==> src/rtl/hcbp_pkg.sv <==
// Package with the shared types and constants of the Huffman code bit packer.
`timescale 1ns / 1ps

package hcbp_pkg;

  localparam int unsigned MAX_CODE_LEN = 32;
  localparam int unsigned STORE_BITS   = 32;
  localparam int unsigned CODE_CAP     = (MAX_CODE_LEN < STORE_BITS) ? MAX_CODE_LEN : STORE_BITS;

  localparam int unsigned CODE_W      = 32;
  localparam int unsigned LEN_W       = 6;
  localparam int unsigned SYM_W       = 8;
  localparam int unsigned TABLE_DEPTH = 256;
  localparam int unsigned BYTE_W      = 8;
  localparam int unsigned PEND_W      = 7;
  localparam int unsigned ACC_W       = PEND_W + CODE_CAP;
  localparam int unsigned TOT_W       = $clog2(ACC_W + 1);

  localparam int unsigned CMD_DEPTH = 4;
  localparam int unsigned CMD_PTR_W = $clog2(CMD_DEPTH);
  localparam int unsigned OUT_DEPTH = 4;
  localparam int unsigned OUT_PTR_W = $clog2(OUT_DEPTH);

  typedef enum logic [1:0] {
    OP_LOAD   = 2'd0,
    OP_ENCODE = 2'd1,
    OP_FLUSH  = 2'd2
  } op_e;

  typedef struct packed {
    logic [1:0]        operation;
    logic [SYM_W-1:0]  symbol;
    logic [CODE_W-1:0] code_bits;
    logic [LEN_W-1:0]  code_length;
  } in_word_t;

  typedef struct packed {
    logic [BYTE_W-1:0] out_byte;
    logic              is_tail_info;
    logic [3:0]        valid_bits;
    logic              last;
  } out_word_t;

  typedef struct packed {
    logic [LEN_W-1:0]  len;
    logic [CODE_W-1:0] code;
  } tbl_entry_t;

  // Work handed from the front to the back: a masked code to append, or a flush.
  typedef struct packed {
    logic              is_flush;
    logic [LEN_W-1:0]  len;
    logic [CODE_W-1:0] code;
  } cmd_t;

endpackage

==> src/rtl/hcbp_cmd_fifo.sv <==
// Short command queue between the front end and the bit packing back end.
`timescale 1ns / 1ps

module hcbp_cmd_fifo (
  input  logic           clk_i,
  input  logic           rst_ni,
  input  logic           push_i,
  input  hcbp_pkg::cmd_t data_i,
  output logic           full_o,
  input  logic           pop_i,
  output logic           empty_o,
  output hcbp_pkg::cmd_t data_o
);

  hcbp_pkg::cmd_t slot_q [hcbp_pkg::CMD_DEPTH];
  logic [hcbp_pkg::CMD_PTR_W-1:0] wr_q, rd_q;
  logic [hcbp_pkg::CMD_PTR_W:0]   cnt_q;
  logic do_push, do_pop;

  assign full_o  = (cnt_q == (hcbp_pkg::CMD_PTR_W+1)'(hcbp_pkg::CMD_DEPTH));
  assign empty_o = (cnt_q == '0);
  assign do_push = push_i && !full_o;
  assign do_pop  = pop_i && !empty_o;
  assign data_o  = slot_q[rd_q];

  always_ff @(posedge clk_i) begin
    if (do_push) begin
      slot_q[wr_q] <= data_i;
    end
  end

  always_ff @(posedge clk_i or negedge rst_ni) begin
    if (!rst_ni) begin
      wr_q  <= '0;
      rd_q  <= '0;
      cnt_q <= '0;
    end else begin
      if (do_push) begin
        wr_q <= wr_q + 1'b1;
      end
      if (do_pop) begin
        rd_q <= rd_q + 1'b1;
      end
      if (do_push && !do_pop) begin
        cnt_q <= cnt_q + 1'b1;
      end else if (do_pop && !do_push) begin
        cnt_q <= cnt_q - 1'b1;
      end
    end
  end

  a_cnt_bound: assert property (@(posedge clk_i) disable iff (!rst_ni)
    cnt_q <= (hcbp_pkg::CMD_PTR_W+1)'(hcbp_pkg::CMD_DEPTH))
    else $error("command queue count overflow");

  a_ptr_gap: assert property (@(posedge clk_i) disable iff (!rst_ni)
    (wr_q - rd_q) == cnt_q[hcbp_pkg::CMD_PTR_W-1:0])
    else $error("command queue pointers disagree with count");

  a_no_push_full: assert property (@(posedge clk_i) disable iff (!rst_ni)
    push_i |-> !full_o)
    else $error("command pushed into a full queue");

endmodule

==> config.mk <==
export PLATFORM = sky130hd
export DESIGN_NAME = hcbp_cmd_fifo
export DESIGN_NICKNAME = d
export VERILOG_FILES = /design/src/rtl/hcbp_pkg.sv /design/src/rtl/hcbp_cmd_fifo.sv
export SDC_FILE = /design/constraint.sdc
export NUM_CORES = 1
export LEC_CHECK = 0
export BUFFER_PORTS_ARGS = -buffer_cell sky130_fd_sc_hd__buf_2
export CAP_MARGIN = 20
export CORE_MARGIN = 3
export CORE_UTILIZATION = 50
export CTS_CLUSTER_DIAMETER = 30
export DETAILED_ROUTE_END_ITERATION = 8
export MAX_ROUTING_LAYER = met4
export PLACE_DENSITY = 0.72
export SLEW_MARGIN = 20
export SYNTH_ARGS = -nofsm -noshare
export SYNTH_HDL_FRONTEND = slang
export SYNTH_SLANG_ARGS = --single-unit
==> constraint.sdc <==
create_clock -name clk_i -period 4.1 [get_ports clk_i]
set_input_delay 0.205 -clock clk_i [delete_from_list [all_inputs] [get_ports clk_i]]
set_output_delay 0.205 -clock clk_i [all_outputs]
set_load 0.01 [all_outputs]
==> metrics, run 1 <==
# nets final=396; Die X=116 um; Setup Skew=0.00650 ns; area grow syn2layout=20.3%; post-CTS sizing=0; Port Buffers=83; maximum vdd drop=0.000535 V; CP Class=reg -> reg; via count=2711; Final TNS setup=0 ns; IO Count=84; Antenna Cells=0; Final Cycle Share=58.5%; Cells after Synth=240; post-DR wirelength/cell=20.0 um; Seq/Total Area, Yosys=79.6%; Required @ worst endpoint=4.12 ns; TritonRoute pass-1 iters=4; Worst Setup SP=cnt_q[2]; Tmin final=2.40 ns; total track usage=16.5%; pin count of the biggest net entering global routing=41; clk_lat worst skew=0.41 ns; final max-slew violation count=0; Worst Setup End Kind=flop; Worst R2R Start=cnt_q[2]; clk sink count=163; DR vias/cell=5.39; post-route ant nets=0; initial antenna violation count=0; Starting Density=52.3%; outcome=complete, no violations; max-cap viol count=0; unique cell type count in the Yosys netlist=21; TritonCTS Buffers=17; number of global-route vias before repair=2941; FF+latch count, synth=163; Die Area=13600 um2; core area=11700 um2; 1st-iter DRT viols=194; RSZ-0062 raised after global routing=false; Ys Warns=0; GP Congestion=0.765; setup violators final=0; Die Y=116 um; crit path launch type=flop; global-route wire length before repair=15.6 mm; Post-Syn Nets=289; Critical Path AT=2.42 ns; grt total ovfl=0; # DRC=0; Rel. slew slack=27.5%; CTS clk-pin slew, worst paths=0.06 ns; Clock Path Buffers=2; CP max stage cell=and2_2; Routed WL=10.1 mm; endpoints failing hold=0; fraction of layout cells with a size suffix above 1=44.7%; # rows=39; pwr/cell area=738 nW/um2; CTS tree=built; worst slew pin tran=1.09 ns; CP peak stage delay=0.97 ns; CP bufs+invs=0; Hold WS=0.0134 ns; hold_sp=data_i[15]; worst-path maximum fanout=39; CTS root buf=clkbuf_16; CTS H-tree lvls=4; Worst Hold Class=in -> reg; CP cell instances=nor3b_2 > nor2b_1 > and2_2; Highest Clock Rate=417 MHz; Post-DP HPWL=5.87 mm; CP delay by family, top=simple AND/OR/NAND/NOR gates; Leak=0.00258 uW; Syn Area/Cell=25.4 um2; mapped cell area=6100 um2; fillers=789
[power by group]
part           internal (uW)  total [uW]  switching (uW)
clock                   1020        1630             605
sequential              2220        2390             175
combinational            695        1400             708
[routing by layer]
layer | vias up | wire length [um] | track usage [%]
li1 | 1221 | - | -
met1 | 1393 | 4240 | 21.4
met2 | 86 | 5180 | 25.4
met3 | 11 | 561 | 5.39
met4 | 0 | 89 | 5.10
met5 | - | 0 | -
[worst register-to-register path: cells and delay by family, from the launching register on]
family	cells	cell delay [ns]
and+or+nand+nor	3	1.59
DFF	1	0.40
[what timing repair did]
action / 4_1_cts / 5_1_grt
hold buffers: 11 / 2
buffers inserted: 0 / 0
hold endpoints to repair: 38 / 8
[worst paths after layout]
check / endpoint / slack (ns) / depth (start not counted)
setup / recovery: slot_q[2][30] / 1.70 / 3
hold / removal: slot_q[2][15] / 0.01 / 1
setup reg to reg: slot_q[2][30] / 1.70 / 3
hold reg to reg: cnt_q[2] / 0.49 / 1
max in group asynchronous: rd_q[0] / 3.76 / 2
min in group asynchronous: rd_q[1] / 0.16 / 2
[final cells by class]
class | instances | area (um2) | area share (%)
Sequential cell | 163 | 4860 | 66.2
Multi-Input combinational cell | 63 | 1110 | 15.1
Timing Repair Buffer | 98 | 561 | 7.63
Clock buffer | 20 | 437 | 5.95
Clock inverter | 12 | 180 | 2.45
Tap cell | 143 | 179 | 2.44
Inverter | 4 | 15.0 | 0.204
[cell usage in the layout (no fill, tap or decap)]
master and count:
clkbuf_16 17, nor2_1 1, and2_2 4, mux2_2 1, clkinvlp_4 2, fa_1 1
ha_1 5, mux2_4 1, inv_1 4, xor2_1 2, nor3b_2 1, or3_1 1
nor2b_1 1, edfxtp_1 156, mux4_2 38, dfrtp_2 2, clkbuf_1 3, nand3_1 1
buf_2 83, mux4_1 1, dfrtp_1 5, bufinv_16 4, buf_4 2, clkinv_4 3
clkinv_2 2, xnor2_1 4, inv_6 1, nand2_1 1, dlygate4sd3_1 13
[per-stage QoR]
step                      worst slack [ns]  instance area (um2)  power (uW)  instances  utilization (%)
after detailed placement              1.67                 6600        3880        458             56.6
after global routing                  1.51                 7340        5710        503             63.0
final                                 1.70                 7340        5420        503             63.0
after floorplan                       1.92                 6100        3430        240                -
after CTS                             1.65                 7320        5510        501             62.8
after global placement                1.80                 6600        3840        458             56.6
[Yosys cell counts, drive strengths merged]
library cell | number | area, um2
fa | 1 | 20.0
buf | 10 | 123
nor2 | 1 | 3.75
dfrtp | 7 | 175
ha | 5 | 62.6
nand3 | 1 | 5.00
mux2 | 2 | 26.3
edfxtp | 156 | 4680
or3 | 1 | 6.26
nor2b | 1 | 6.26
inv | 4 | 15.0
xor2 | 2 | 17.5
and2 | 4 | 25.0
xnor2 | 4 | 35.0
nand2 | 1 | 3.75
nor3b | 1 | 12.5
mux4 | 39 | 882
[logic make-up (layout without fill, tap and decap cells)]
logic type	after synthesis	after routing	share of synthesized area, %
adders and majority gates	6	6	1.35
buffers and inverters	14	134	2.25
DFF	163	163	79.6
and+or+nand+nor	10	10	1.02
muxes	41	41	14.9
xor gates and xnor gates	6	6	0.861
[state kept, by name, summed over array words and instances, names as in the netlist]
name and count:
slot_q 156, cnt_q 3, rd_q 2, wr_q 2
(Power assumes the default switching activity.)
==> inputs of run 2 (changes only) <==
- clock period: 4.1 -> 2.4 ns (I/O delays scaled with it)
==> metrics, run 2 (synthesized netlist as in run 1, its figures left out) <==
GP Congestion=0.692 (-9.6%); 1st-iter DRT viols=207 (+6.7%); Final TNS setup=0 ns (unchanged); pin count of the biggest net entering global routing=29 (-29%); largest reg by FF count=slot_q; worst slew pin tran=0.694 ns (-0.394 ns); Antenna Cells=0 (unchanged); final worst setup slack=0.258 ns (-1.44 ns); TritonCTS Buffers=17 (unchanged); total power=9010 uW (+66%); core area=11700 um2 (unchanged); clk sink count=163 (unchanged); Regs by FF count=slot_q: 156 flops, cnt_q: 3 flops; Multi-input gate area=1110 um2 (unchanged); grt total ovfl=0 (unchanged); post-route ant nets=0 (unchanged); IO Count=84 (unchanged); Finished Layout Cells=541 (+7.6%); RSZ-0062 raised after global routing=false; Highest Clock Rate=467 MHz; # rows=39 (unchanged); R2R depth=8 (+5); endpoints failing hold=0 (unchanged); TritonRoute pass-1 iters=4 (unchanged); crit path launch type=flop; Critical Path Sink=data_o[32]; DR vias/cell=5.35 (-0.65%); R2R setup slack=0.28 ns (-1.42 ns); clk_lat worst skew=0.41 ns (about the same); pre-CTS WS=0.275 ns (-1.40 ns); Final Cycle Share=89.2%; Required @ worst endpoint=2.28 ns (-1.84 ns); Hold WS=0.0737 ns (+0.0603 ns); hold buffers post-CTS=41 (+30); outcome=complete, no violations; Routed WL=10.4 mm (+3.3%); via count=2897 (+6.9%); fillers=775 (-1.8%); max-cap viol count=0 (unchanged); Clock Path Buffers=2 (unchanged); Worst Hold Class=in -> async; Register Area=4860 um2 (unchanged); Worst Setup End Kind=output port; maximum vdd drop=0.000835 V (+56%); Die Y=116 um (unchanged); Worst R2R Start=cnt_q[0]; number of global-route vias before repair=3052 (+3.8%); final max-slew violation count=0 (unchanged); Post-DP HPWL=6.33 mm (+7.9%); Port Buffers=83 (unchanged); post-CTS sizing=0 (unchanged); CP cell instances=buf_12 > mux4_1 > buf_2; global-route wire length before repair=16.1 mm (+2.7%); Rel. slew slack=53.8% (+26 points); most frequent cells in the layout=156 x edfxtp_1, 83 x buf_2, 41 x dlygate4sd3_1, 38 x mux4_2, 17 x clkbuf_16; Worst Setup SP=rd_q[0]; post-DR wirelength/cell=19.2 um (-3.9%); Starting Density=52.3% (unchanged); initial antenna violation count=0 (unchanged); pwr/cell area=1180 nW/um2 (+60%); Post-CTS Setup Bufs=0 (unchanged); # nets final=435 (+9.8%); # DRC=0 (unchanged); CP max stage cell=mux4_1; worst-path maximum fanout=26 (-33%); worst reg2reg endpoint=cnt_q[2]; commonest non-fill, non-tap cell in the layout=edfxtp_1; Placed Instances=469 (+2.4%); Die X=116 um (unchanged); Setup Skew=0.00718 ns (+0.000681 ns); CP Class=reg -> out; CTS H-tree lvls=4 (unchanged); Critical Path AT=2.02 ns (-0.40 ns); Leak=0.00272 uW (+5.6%); max reg flops=156 (unchanged); CP peak stage delay=0.61 ns (-0.36 ns); Tmin final=2.14 ns; area grow syn2layout=25.3%; fraction of layout cells with a size suffix above 1=41.2% (-3.5 points); CTS tree=built; setup violators final=0 (unchanged); CTS clk-pin slew, worst paths=0.06 ns (about the same); Die Area=13600 um2 (unchanged); total track usage=17.0% (+0.50 points); CTS root buf=clkbuf_16
## run 2: how the worst min path moves through the flow
stage,to,depth (start not counted)
2_1_floorplan,cnt_q[0],0
3_3_place_gp,cnt_q[0],1
3_5_place_dp,cnt_q[0],1
4_1_cts,rd_q[1],2
5_1_grt,rd_q[1],2
6_report,rd_q[1],2
## run 2: area by class of cell
| type | count | area share [%] |
|---|---|---|
| inverter | 4 | 0.196 |
| clock buffer | 21 | 5.76 |
| multi-input combinational | 63 | 14.5 |
| sequential | 163 | 63.6 |
| timing repair buffer | 137 | 12.7 |
| clock inverter | 10 | 0.883 |
| tap | 143 | 2.34 |
## run 2: per-layer routing
layer	routed length, um	global-route usage (%)
met5	0	-
met1	4500	21.3
met2	5330	27.0
met4	68	5.34
met3	492	5.23
## run 2: where the power goes
group	internal, uW	switching, uW
Clock	1390	947
Sequential	3770	286
Combinational	1350	1270
Total	6510	2500
## run 2: metrics by stage
| step | util [%] | area (um2) |
|---|---|---|
| 3_3_place_gp | 57.7 | 6730 |
| 5_1_grt | 65.6 | 7650 |
| 4_1_cts | 65.6 | 7650 |
| 2_1_floorplan | - | 6100 |
| 3_5_place_dp | 57.7 | 6730 |
| 6_report | 65.6 | 7650 |
## run 2: worst max-delay path: cells and delay by family, from the launching register on
kind | cells | cell delay [ns]
flip-flops | 1 | 0.54
multiplexers | 1 | 0.61
buffers and inverters | 2 | 0.44
