$ cat config.mk
export PLATFORM = sky130hd
export DESIGN_NAME = hcbp_back
export DESIGN_NICKNAME = d
export VERILOG_FILES = /design/src/rtl/hcbp_pkg.sv /design/src/rtl/hcbp_back.sv
export SDC_FILE = /design/constraint.sdc
export NUM_CORES = 1
export LEC_CHECK = 0
export BUFFER_PORTS_ARGS = -buffer_cell sky130_fd_sc_hd__clkbuf_2
export CORE_MARGIN = 1.5
export CORE_UTILIZATION = 55
export CTS_CLUSTER_SIZE = 24
export DETAILED_ROUTE_END_ITERATION = 10
export MAX_ROUTING_LAYER = met4
export PLACE_DENSITY = 0.82
export SLEW_MARGIN = 20
export SYNTH_ARGS = -nofsm -noshare
export SYNTH_HDL_FRONTEND = slang
export SYNTH_SLANG_ARGS = --single-unit
$ cat constraint.sdc
create_clock -name clk_i -period 2.6 [get_ports clk_i]
set_input_delay 0.65 -clock clk_i [delete_from_list [all_inputs] [get_ports clk_i]]
set_output_delay 0.65 -clock clk_i [all_outputs]
set_load 0.03 [all_outputs]
$ cat src/rtl/hcbp_pkg.sv
// Package with the shared types and constants of the Huffman code bit packer.
`timescale 1ns / 1ps

package hcbp_pkg;

  localparam int unsigned MAX_CODE_LEN = 32;
  localparam int unsigned STORE_BITS   = 32;
  localparam int unsigned CODE_CAP     = (MAX_CODE_LEN < STORE_BITS) ? MAX_CODE_LEN : STORE_BITS;

  localparam int unsigned CODE_W      = 32;
  localparam int unsigned LEN_W       = 6;
  localparam int unsigned SYM_W       = 8;
  localparam int unsigned TABLE_DEPTH = 256;
  localparam int unsigned BYTE_W      = 8;
  localparam int unsigned PEND_W      = 7;
  localparam int unsigned ACC_W       = PEND_W + CODE_CAP;
  localparam int unsigned TOT_W       = $clog2(ACC_W + 1);

  localparam int unsigned CMD_DEPTH = 4;
  localparam int unsigned CMD_PTR_W = $clog2(CMD_DEPTH);
  localparam int unsigned OUT_DEPTH = 4;
  localparam int unsigned OUT_PTR_W = $clog2(OUT_DEPTH);

  typedef enum logic [1:0] {
    OP_LOAD   = 2'd0,
    OP_ENCODE = 2'd1,
    OP_FLUSH  = 2'd2
  } op_e;

  typedef struct packed {
    logic [1:0]        operation;
    logic [SYM_W-1:0]  symbol;
    logic [CODE_W-1:0] code_bits;
    logic [LEN_W-1:0]  code_length;
  } in_word_t;

  typedef struct packed {
    logic [BYTE_W-1:0] out_byte;
    logic              is_tail_info;
    logic [3:0]        valid_bits;
    logic              last;
  } out_word_t;

  typedef struct packed {
    logic [LEN_W-1:0]  len;
    logic [CODE_W-1:0] code;
  } tbl_entry_t;

  // Work handed from the front to the back: a masked code to append, or a flush.
  typedef struct packed {
    logic              is_flush;
    logic [LEN_W-1:0]  len;
    logic [CODE_W-1:0] code;
  } cmd_t;

endpackage

$ cat src/rtl/hcbp_back.sv
// Back end: bit accumulator that appends codes, emits bytes and tails, and buffers result words.
`timescale 1ns / 1ps

module hcbp_back (
  input  logic              clk_i,
  input  logic              rst_ni,
  input  logic              cmd_empty_i,
  input  hcbp_pkg::cmd_t    cmd_i,
  output logic              cmd_pop_o,
  output logic              empty_o,
  input  logic              pop_i,
  output hcbp_pkg::out_word_t out_o
);

  typedef enum logic [3:0] {
    ST_IDLE = 4'b0001,
    ST_EMIT = 4'b0010,
    ST_PAD  = 4'b0100,
    ST_TAIL = 4'b1000
  } state_e;

  state_e st_q, st_d;
  logic [hcbp_pkg::ACC_W-1:0]  acc_q, acc_d;
  logic [hcbp_pkg::TOT_W-1:0]  tot_q, tot_d;
  logic [hcbp_pkg::PEND_W-1:0] pend;
  logic [hcbp_pkg::ACC_W-1:0]  emit_shift;
  logic [hcbp_pkg::TOT_W-1:0]  tot_less8;
  logic [hcbp_pkg::BYTE_W-1:0] pad_byte;

  hcbp_pkg::out_word_t ofifo_q [hcbp_pkg::OUT_DEPTH];
  logic [hcbp_pkg::OUT_PTR_W-1:0] owr_q, ord_q;
  logic [hcbp_pkg::OUT_PTR_W:0]   ocnt_q;
  logic                ofull;
  logic                opush;
  logic                opop;
  hcbp_pkg::out_word_t oword;

  // Only the low tot_q bits are still pending; the rest were already sent.
  assign pend = acc_q[hcbp_pkg::PEND_W-1:0] &
                (hcbp_pkg::PEND_W'(7'h7f) >> (3'd7 - tot_q[2:0]));
  assign tot_less8  = tot_q - hcbp_pkg::TOT_W'(8);
  assign emit_shift = acc_q >> tot_less8;
  assign pad_byte   = {pend, 1'b0} << (3'd7 - tot_q[2:0]);

  assign ofull   = (ocnt_q == (hcbp_pkg::OUT_PTR_W+1)'(hcbp_pkg::OUT_DEPTH));
  assign empty_o = (ocnt_q == '0);
  assign opop    = pop_i && !empty_o;
  assign out_o   = ofifo_q[ord_q];

  assign cmd_pop_o = (st_q == ST_IDLE) && !cmd_empty_i;

  always_comb begin
    st_d  = st_q;
    acc_d = acc_q;
    tot_d = tot_q;
    opush = 1'b0;
    oword = '0;
    case (st_q)
      ST_IDLE: begin
        if (!cmd_empty_i) begin
          if (cmd_i.is_flush) begin
            st_d = (tot_q != '0) ? ST_PAD : ST_TAIL;
          end else begin
            acc_d = (hcbp_pkg::ACC_W'(pend) << cmd_i.len) | hcbp_pkg::ACC_W'(cmd_i.code);
            tot_d = tot_q + hcbp_pkg::TOT_W'(cmd_i.len);
            if (tot_d >= hcbp_pkg::TOT_W'(8)) begin
              st_d = ST_EMIT;
            end
          end
        end
      end
      ST_EMIT: begin
        oword.out_byte   = emit_shift[hcbp_pkg::BYTE_W-1:0];
        oword.valid_bits = 4'd8;
        oword.last       = (tot_less8 < hcbp_pkg::TOT_W'(8));
        if (!ofull) begin
          opush = 1'b1;
          tot_d = tot_less8;
          if (oword.last) begin
            st_d = ST_IDLE;
          end
        end
      end
      ST_PAD: begin
        oword.out_byte   = pad_byte;
        oword.valid_bits = {1'b0, tot_q[2:0]};
        if (!ofull) begin
          opush = 1'b1;
          st_d  = ST_TAIL;
        end
      end
      ST_TAIL: begin
        oword.is_tail_info = 1'b1;
        oword.valid_bits   = {1'b0, tot_q[2:0]};
        oword.last         = 1'b1;
        if (!ofull) begin
          opush = 1'b1;
          acc_d = '0;
          tot_d = '0;
          st_d  = ST_IDLE;
        end
      end
      default: begin
        st_d = ST_IDLE;
      end
    endcase
  end

  always_ff @(posedge clk_i) begin
    if (opush) begin
      ofifo_q[owr_q] <= oword;
    end
  end

  always_ff @(posedge clk_i or negedge rst_ni) begin
    if (!rst_ni) begin
      st_q   <= ST_IDLE;
      acc_q  <= '0;
      tot_q  <= '0;
      owr_q  <= '0;
      ord_q  <= '0;
      ocnt_q <= '0;
    end else begin
      st_q  <= st_d;
      acc_q <= acc_d;
      tot_q <= tot_d;
      if (opush) begin
        owr_q <= owr_q + 1'b1;
      end
      if (opop) begin
        ord_q <= ord_q + 1'b1;
      end
      if (opush && !opop) begin
        ocnt_q <= ocnt_q + 1'b1;
      end else if (opop && !opush) begin
        ocnt_q <= ocnt_q - 1'b1;
      end
    end
  end

  a_idle_partial: assert property (@(posedge clk_i) disable iff (!rst_ni)
    (st_q == ST_IDLE) |-> (tot_q < hcbp_pkg::TOT_W'(8)))
    else $error("idle with a full byte still pending");

  a_emit_has_byte: assert property (@(posedge clk_i) disable iff (!rst_ni)
    (st_q == ST_EMIT) |-> (tot_q >= hcbp_pkg::TOT_W'(8)))
    else $error("emitting without a complete byte");

  a_tail_clears: assert property (@(posedge clk_i) disable iff (!rst_ni)
    (st_q == ST_TAIL && !ofull) |=> (tot_q == '0 && st_q == ST_IDLE))
    else $error("flush tail did not clear the accumulator");

  a_out_bound: assert property (@(posedge clk_i) disable iff (!rst_ni)
    ocnt_q <= (hcbp_pkg::OUT_PTR_W+1)'(hcbp_pkg::OUT_DEPTH))
    else $error("result buffer count overflow");

endmodule

==> out/results.env, run 1 <==
LEAKAGEPOWER_uW=0.00322
POWER_FRAC_SEQ=0.306
SLEW_HEADROOM=0.307
TIMING.CRITICAL_PATH.SLOWEST_STAGE_CELL='or4b_4'
SYNTHESIS.INSTANCES=675
GRT_PASS1_VIAS=6003
PROPORTION_OF_TOTAL_POWER_DUE_TO_NET_SWITCHING=0.436
SYNTH_SEQ_AREA_SHARE=0.432
FINAL.PERIOD_UTILIZATION=0.959
FIN_TNS_SETUP_PS=0
RUN_STATUS='finished clean'
FLOORPLAN.DIE.HEIGHT_UM=117
FIRST_PASS_ITERS=5
PLACEMENTROWS=41
FINAL_DESIGN_AREA_NO_FILL_MM2=0.00824
INTERNAL-POWER_uW=5450
DRC=0
YS_TOP_CELLS_BY_AREA='edfxtp_1 (24%), dfrtp_1 (19%), mux4_2 (8.8%)'
DIE_W_UM=117
POWER-PER-CELL-AREA_mW_PER_MM2=1170
PERIOD_MINUS_SLACK_PS=2490
NUMCTSBUFFERS=9
BOUNDARYPINS=59
MAX-CAP-VIOLATIONS=0
NNETSFINAL=815
INITIALDRTVIOLATIONCOUNT=459
MOST_AREA_HUNGRY_CELL_TYPE_IN_THE_YOSYS_NETLIST='edfxtp_1'
RSZ_0062_RAISED_AFTER_GLOBAL_ROUTING='yes'
TOTAL_LENGTH_OF_ROUTED_WIRES_UM=19300
CRIT_PATH_MAX_INCR_DELAY_PS=560
AREA_GROWTH_PCT=15.3
DPL_CELL_AREA_MM2=0.00793
DP_HPWL_UM=14700
CLOCK_TREE_FROM_TRITONCTS='built'
GR-USAGE-ALL-LAYERS=0.309
EFFECTIVE_UTILIZATION_AT_FLOORPLAN=0.564
ANTENNA-DIODE-COUNT=0
POWER.SHARE.CLOCK=0.139
YOSYS_MOST_USED_DFF='edfxtp_1'
TIMING.CRITICAL_PATH.FROM_TYPE='flip-flop'
CTS-ROOT-BUF='clkbuf_16'
MIN_PATH_TYPE='in -> async'
LAYOUTNONFILLERINSTCOUNT=936
HIGHEST_ACHIEVABLE_CLOCK_RATE_GHz=0.401
PORT_BUFFERS=58
GLOBALROUTE.TOTALOVERFLOW=0
SYNTH_ENABLE_FLOP_CELLS=56
POWER_FRAC_COMB=0.554
DIE-AREA_MM2=0.0137
CTS.SINK_COUNT=112
TIMING_HOLD_VIOLATIONS_FINAL=0
GRT_ANTENNA_BEFORE_REPAIR=0
CLK_PIN_SLEW_WORST_PATHS_PS=70
SYN-NUM-NETS=731
LATEST_CLOCK_ARRIVAL_WITHIN_THE_WORST_SKEW_PAIR_PS=370
WORST_SLEW_PIN_SLEW_PS=1040
PATH_CLASS='reg -> reg'
POST-SYNTH-TOP-AREA-FRACTION=0.235
CRITPATHARRIVALTIME_PS=2780
AVGROUTEDWIREPERCELL_UM=20.6
FINAL-MAX-SLEW-VIOLATION-COUNT=0
CLOCK_TREE.BUFFER_DEPTH=2
ANT_NETS=0
PLACE.GP.CONGESTION=0.991
PLACEABLECOREAREA_MM2=0.0127
SWITCHING_POWER_uW=4220
SYNTH_AREA_PER_CELL_UM2=10.6
CTS_POST_SETUP_BUFFERS_INSERTED=0
END_KIND='flip-flop'
ASYNC_RESET_FF_FRAC=0.500
TIMING.CRITICAL_PATH.CELLS='or4b_4 > inv_1 > nor2_1 > nor2_2 > ha_2 > inv_1 > fa_1 > xor2_1 > nor2_1 > xor2_1'
SYN-CELL-AREA_MM2=0.00715
SETUP-VIOLATIONS-FINAL=0
TIMING.CLOCK.SKEW_PS=6.71
CP_MAX_FO=8
GRT_MAX_DEGREE=44
NUMBER_OF_H_TREE_BRANCHING_LEVELS=3
MAX-VDD-IR-DROP_uV=519
AVERAGE_VIA_COUNT_PER_STANDARD_CELL=6.42
SYNTH.LIB_CELLS_USED.DISTINCT=70
POSTSYNTHREGISTERBITS=112
CRITPATHREQUIREDTIME_PS=2880
HOLDBUFCOUNTCTS=0
PLACED_CELLS=919
VIAS=6009
WIRE_LENGTH_OF_THE_FIRST_GLOBAL_ROUTING_PASS_UM=30800
YS.WARNINGS.COUNT=0
SHARE_OF_POST_ROUTE_CELLS_WITH_DRIVE_STRENGTH_ABOVE_1=0.262
## synth_stat cells, types with 12 or more instances
cell	instances
nand2_1	71
o21ai_0	64
edfxtp_1	56
dfrtp_1	55
mux2i_1	40
nor2_1	39
a21oi_1	29
mux4_2	28
a22oi_1	23
clkbuf_1	20
mux2_2	20
nor3_1	19
a211oi_1	13
buf_2	13
nand3_1	13
inv_1	12
## cell families (layout without fill, tap and decap cells)
| kind of cell | after synthesis | count (layout) | share of synthesized area |
|---|---|---|---|
| compound gates | 190 | 191 | 0.176 |
| xor+xnor | 12 | 12 | 0.0147 |
| fa+ha+maj | 13 | 13 | 0.0249 |
| buf+inv | 64 | 152 | 0.0438 |
| flops | 112 | 112 | 0.432 |
| mux | 88 | 88 | 0.176 |
| simple gates | 196 | 196 | 0.134 |
## cell type report
cell class	instances	area (um2)
Clock buffer	11	243
Clock inverter	5	48.8
Sequential cell	112	3090
Multi-Input combinational cell	500	3790
Timing Repair Buffer	120	793
Tap cell	172	215
Inverter	16	60.1
Fill cell	988	4430
## through the flow
| stage | worst slack (ps) | power (uW) | util | hold WS [ps] |
|---|---|---|---|---|
| floorplan | 17.2 | 6640 | - | 354 |
| global placement | -82.8 | 8060 | 0.626 | 471 |
| detailed placement | -195 | 8230 | 0.626 | 501 |
| CTS | 39.3 | 9590 | 0.649 | 295 |
| global route | -30.8 | 10300 | 0.650 | 335 |
| finish | 107 | 9670 | 0.650 | 289 |
## power groups by stage
stage | sequential [uW] | clock [uW] | combinational, uW
after floorplan | 2740 | 0 | 3900
after global placement | 2930 | 0 | 5130
after detailed placement | 2980 | 0 | 5260
after CTS | 2940 | 1360 | 5290
after global routing | 3020 | 1430 | 5850
final | 2960 | 1350 | 5360
## sequential cells by signal (all words and copies together) (netlist names)
signal and cells:
tot_q 6, ofifo_q 56, acc_q 39, ord_q 2, st_q 4, owr_q 2, ocnt_q 3
## worst paths after layout
check | from | to | slack [ps] | cells after the start
min | rst_ni | acc_q[13] | 290 | 1
min reg2reg | ocnt_q[2] | ocnt_q[2] | 520 | 1
max | st_q[0] | ocnt_q[2] | 110 | 10
max in group asynchronous | rst_ni | st_q[0] | 1630 | 2
max reg2reg | st_q[0] | ocnt_q[2] | 110 | 10
min in group clk_i | ocnt_q[2] | ocnt_q[2] | 520 | 1
## cells in the final DEF (no fill, tap or decap), types with 23 or more instances in the layout
cell,instances
dfrtp_1,53
a22oi_1,23
nor2_1,38
mux4_2,28
clkbuf_2,58
o21ai_0,63
edfxtp_1,56
nand2_1,71
a21oi_1,29
buf_4,59
mux2i_1,40
## critical path, delay by kind of cell (launching register included)
| kind | cells | cell delay (ps) |
|---|---|---|
| xor gates and xnor gates | 2 | 350 |
| adders and majority gates | 2 | 580 |
| buffers and inverters | 2 | 170 |
| DFF | 1 | 410 |
| and+or+nand+nor | 4 | 890 |
## metal layers
metal,vias to the layer above,part of all wire,GRT usage
li1,2759,-,-
met1,2919,0.40,0.374
met2,262,0.51,0.517
met3,69,0.059,0.0438
met4,0,0.037,0.142
met5,-,0,-
## repair_timing
item,CTS,global route
endpoints found under the setup margin,0,10
hold endpoints to repair,0,0
gates resized for setup,0,4
(Power assumes the default switching activity.)
==> run 2, diff against run 1 <==
--- a/config.mk
+++ b/config.mk
@@ -5,6 +5,7 @@
 export SDC_FILE = /design/constraint.sdc
 export NUM_CORES = 1
 export LEC_CHECK = 0
+export ABC_AREA = 1
 export BUFFER_PORTS_ARGS = -buffer_cell sky130_fd_sc_hd__clkbuf_2
 export CORE_MARGIN = 1.5
 export CORE_UTILIZATION = 55
==> constraint.sdc (replaced) <==
create_clock -name clk_i -period 2.6 [get_ports clk_i]
set_input_delay 0.13 -clock clk_i [delete_from_list [all_inputs] [get_ports clk_i]]
set_output_delay 0.13 -clock clk_i [all_outputs]
set_load 0.03 [all_outputs]
==> out/results.env, run 2 <==
NNETSFINAL=1150  # was 815
GRT_PASS1_VIAS=6649  # was 6003
ASYNC_RESET_FF_FRAC=0.500  # unchanged
FIN_TNS_SETUP_PS=0  # unchanged
POWER-PER-CELL-AREA_mW_PER_MM2=1320  # was 1170 mW/mm2
AVERAGE_VIA_COUNT_PER_STANDARD_CELL=5.61  # was 6.42
LAYOUT_COMMONEST_CELL='nand2_1'  # unchanged
HIGHEST_ACHIEVABLE_CLOCK_RATE_GHz=0.415  # was 0.401 GHz
NUMBER_OF_H_TREE_BRANCHING_LEVELS=3  # unchanged
POWER_AFTER_LAYOUT_uW=10900  # was 9670 uW
SYN-CELL-AREA_MM2=0.00741  # was 0.00715 mm2
POST-SYNTH-TOP-AREA-FRACTION=0.227  # was 0.235
FLOORPLAN.DIE.HEIGHT_UM=119  # was 117 um
SYNTHESIS.INSTANCES=1049  # was 675
SYNTH_SEQ_AREA_SHARE=0.416  # was 0.432
CLOCK_TREE.BUFFER_DEPTH=2  # unchanged
CLK_PIN_SLEW_WORST_PATHS_PS=80  # was 70 ps
LARGEST_REGISTER_FFS=56  # unchanged
TOP_REGISTER='ofifo_q'  # unchanged
MAX-CAP-VIOLATIONS=0  # unchanged
CTS_RESIZED=0  # unchanged
TIMING.CRITICAL_PATH.FROM_TYPE='flip-flop'  # unchanged
MAX-VDD-IR-DROP_uV=504  # was 519 uV
CRITPATHARRIVALTIME_PS=2660  # was 2780 ps
NUMCTSBUFFERS=9  # unchanged
CP_MAX_FO=6  # was 8
PORT_BUFFERS=58  # unchanged
LATEST_CLOCK_ARRIVAL_WITHIN_THE_WORST_SKEW_PAIR_PS=360  # was 370 ps
GLOBALROUTE.TOTALOVERFLOW=0  # unchanged
YOSYS_MOST_USED_DFF='edfxtp_1'  # unchanged
GR-USAGE-ALL-LAYERS=0.298  # was 0.309
SHARE_OF_POST_ROUTE_CELLS_WITH_DRIVE_STRENGTH_ABOVE_1=0.109  # was 0.262
MOST_AREA_HUNGRY_CELL_TYPE_IN_THE_YOSYS_NETLIST='edfxtp_1'  # unchanged
CTS-ROOT-BUF='clkbuf_16'  # unchanged
AVGROUTEDWIREPERCELL_UM=15.3  # was 20.6 um
PERIOD_MINUS_SLACK_PS=2410  # was 2490 ps
TIMING.CLOCK.SKEW_PS=11.2  # was 6.71 ps
LEAKAGEPOWER_uW=0.00393  # was 0.00322 uW
MIN_PATH_TYPE='in -> reg'  # was in -> async
DRC=0  # unchanged
FINAL-MAX-SLEW-VIOLATION-COUNT=0  # unchanged
DP_HPWL_UM=14700  # about the same
CTS.SINK_COUNT=112  # unchanged
FINAL_UTIL=0.627  # was 0.650
GRT_ANTENNA_BEFORE_REPAIR=0  # unchanged
SYNTH.LIB_CELLS_USED.DISTINCT=42  # was 70
END_KIND='flip-flop'  # unchanged
RSZ_0062_RAISED_AFTER_GLOBAL_ROUTING='no'  # was yes
BOUNDARYPINS=59  # unchanged
WORST-R2R-SETUP-SLACK_PS=190  # was 110 ps
SYNTH_AREA_PER_CELL_UM2=7.07  # was 10.6 um2
WIRE_LENGTH_OF_THE_FIRST_GLOBAL_ROUTING_PASS_UM=32500  # was 30800 um
LEADING_CELL_TYPES_IN_THE_LAYOUT_FILL_AND_TAPS_EXCLUDED='nand2_1 (349), nand3_1 (156), nor2_1 (91)'  # was nand2_1 (71), o21ai_0 (63), buf_4 (59)
LAYOUTNONFILLERINSTCOUNT=1275  # was 936
GRT_MAX_DEGREE=57  # was 44
CLOCK_TREE_FROM_TRITONCTS='built'  # unchanged
EFFECTIVE_UTILIZATION_AT_FLOORPLAN=0.562  # was 0.564
YS.WARNINGS.COUNT=0  # unchanged
PLACEMENTROWS=42  # was 41
SETUP-VIOLATIONS-FINAL=0  # unchanged
SYN-NUM-NETS=1105  # was 731
ANT_NETS=0  # unchanged
PLACE.GP.CONGESTION=0.940  # was 0.991
DIE_W_UM=119  # was 117 um
TIMING_HOLD_VIOLATIONS_FINAL=0  # unchanged
FIRST_PASS_ITERS=9  # was 5
PATH_CLASS='reg -> reg'  # unchanged
YS_TOP_CELLS_BY_AREA='edfxtp_1 (23%), dfrtp_1 (19%), nand2_1 (18%)'  # was edfxtp_1 (24%), dfrtp_1 (19%), mux4_2 (8.8%)
SYNTHTOPCELLSBYCOUNT='nand2_1 (349), nand3_1 (156), nor2_1 (91)'  # was nand2_1 (71), o21ai_0 (64), edfxtp_1 (56)
RUN_STATUS='finished clean'  # unchanged
TOP_REGS='ofifo_q: 56 flops, acc_q: 39 flops, tot_q: 6 flops'  # unchanged
INITIALDRTVIOLATIONCOUNT=552  # was 459
DIE-AREA_MM2=0.0142  # was 0.0137 mm2
YOSYS.CELL_COUNT.TOP_TYPE='nand2_1'  # unchanged
SLEW_HEADROOM=0.476  # was 0.307
ANTENNA-DIODE-COUNT=0  # unchanged
FILLER_CELL_COUNT=1214  # was 988
WORST_SLEW_PIN_SLEW_PS=785  # was 1040 ps
POSTSYNTHREGISTERBITS=112  # unchanged
CRITPATHREQUIREDTIME_PS=2850  # was 2880 ps
PLACED_CELLS=1257  # was 919
TOTAL_LENGTH_OF_ROUTED_WIRES_UM=19500  # was 19300 um
AREA_GROWTH_PCT=11.6  # was 15.3%
SYNTH_ENABLE_FLOP_CELLS=56  # unchanged
FINAL.PERIOD_UTILIZATION=0.928  # was 0.959
PLACEABLECOREAREA_MM2=0.0132  # was 0.0127 mm2
VIAS=7151  # was 6009
[run 2: path summary, 6_finish.rpt]
| path | from | to | cells after the start |
|---|---|---|---|
| setup / recovery | ocnt_q[1] | ocnt_q[1] | 9 |
| hold / removal | cmd_i[30] | acc_q[30] | 3 |
| setup reg to reg | ocnt_q[1] | ocnt_q[1] | 9 |
| hold reg to reg | acc_q[14] | acc_q[14] | 2 |
| max in group asynchronous | rst_ni | acc_q[15] | 3 |
| min in group asynchronous | rst_ni | acc_q[2] | 3 |
[run 2: worst max-delay path, stage by stage (launching register included)]
cell,delay [ps]
dfrtp_1,420
or2_2,320
nor2_1,230
inv_1,80
o21ai_2,120
inv_1,110
ha_1,210
inv_1,100
fa_1,430
mux2_2,270
[run 2: metal layers]
| layer | GRT usage | vias to the layer above | routed length [um] | share of wire |
|---|---|---|---|---|
| li1 | - | 3576 | - | - |
| met1 | 0.383 | 3218 | 8450 | 0.43 |
| met2 | 0.469 | 295 | 9110 | 0.47 |
| met3 | 0.0311 | 62 | 1140 | 0.058 |
| met4 | 0.158 | 0 | 843 | 0.043 |
| met5 | - | - | 0 | 0 |
[run 2: logic make-up after synthesis]
group | after synthesis | synth area share
AOI/OAI and AO/OA | 151 | 0.115
xor gates and xnor gates | 12 | 0.0142
DFF | 112 | 0.416
buffers and inverters | 135 | 0.0737
adders and majority gates | 13 | 0.0240
muxes | 1 | 0.00152
and+or+nand+nor | 625 | 0.356
[run 2: through the flow]
step | setup WS [ps] | hold WS, ps | cell area [um2]
2_1_floorplan | 402 | -166 | 7410
3_3_place_gp | 313 | 305 | 7950
3_5_place_dp | 181 | 300 | 7950
4_1_cts | 165 | 15.5 | 8270
5_1_grt | 32.0 | 31.2 | 8270
6_report | 188 | 16.2 | 8270
[run 2: layout make-up]
| cell class | count | area, um2 | share of cell area |
|---|---|---|---|
| clock inverters | 7 | 77.6 | 0.00938 |
| multi-input cells | 802 | 3780 | 0.457 |
| well taps | 176 | 220 | 0.0266 |
| repair buffers | 87 | 576 | 0.0696 |
| inverters | 82 | 308 | 0.0372 |
| clock buffers | 9 | 225 | 0.0272 |
| flip-flops and latches | 112 | 3080 | 0.373 |
[run 2: timing repair]
item                                    CTS  global route
hold endpoints to repair                 56             0
hold buffers                              2             0
buffers inserted                          0             0
endpoints found under the setup margin    0             0
[run 2: report_power, final]
| part | switching, uW | internal [uW] |
|---|---|---|
| Clock | 642 | 758 |
| Combinational | 4390 | 2190 |
| Sequential | 463 | 2480 |
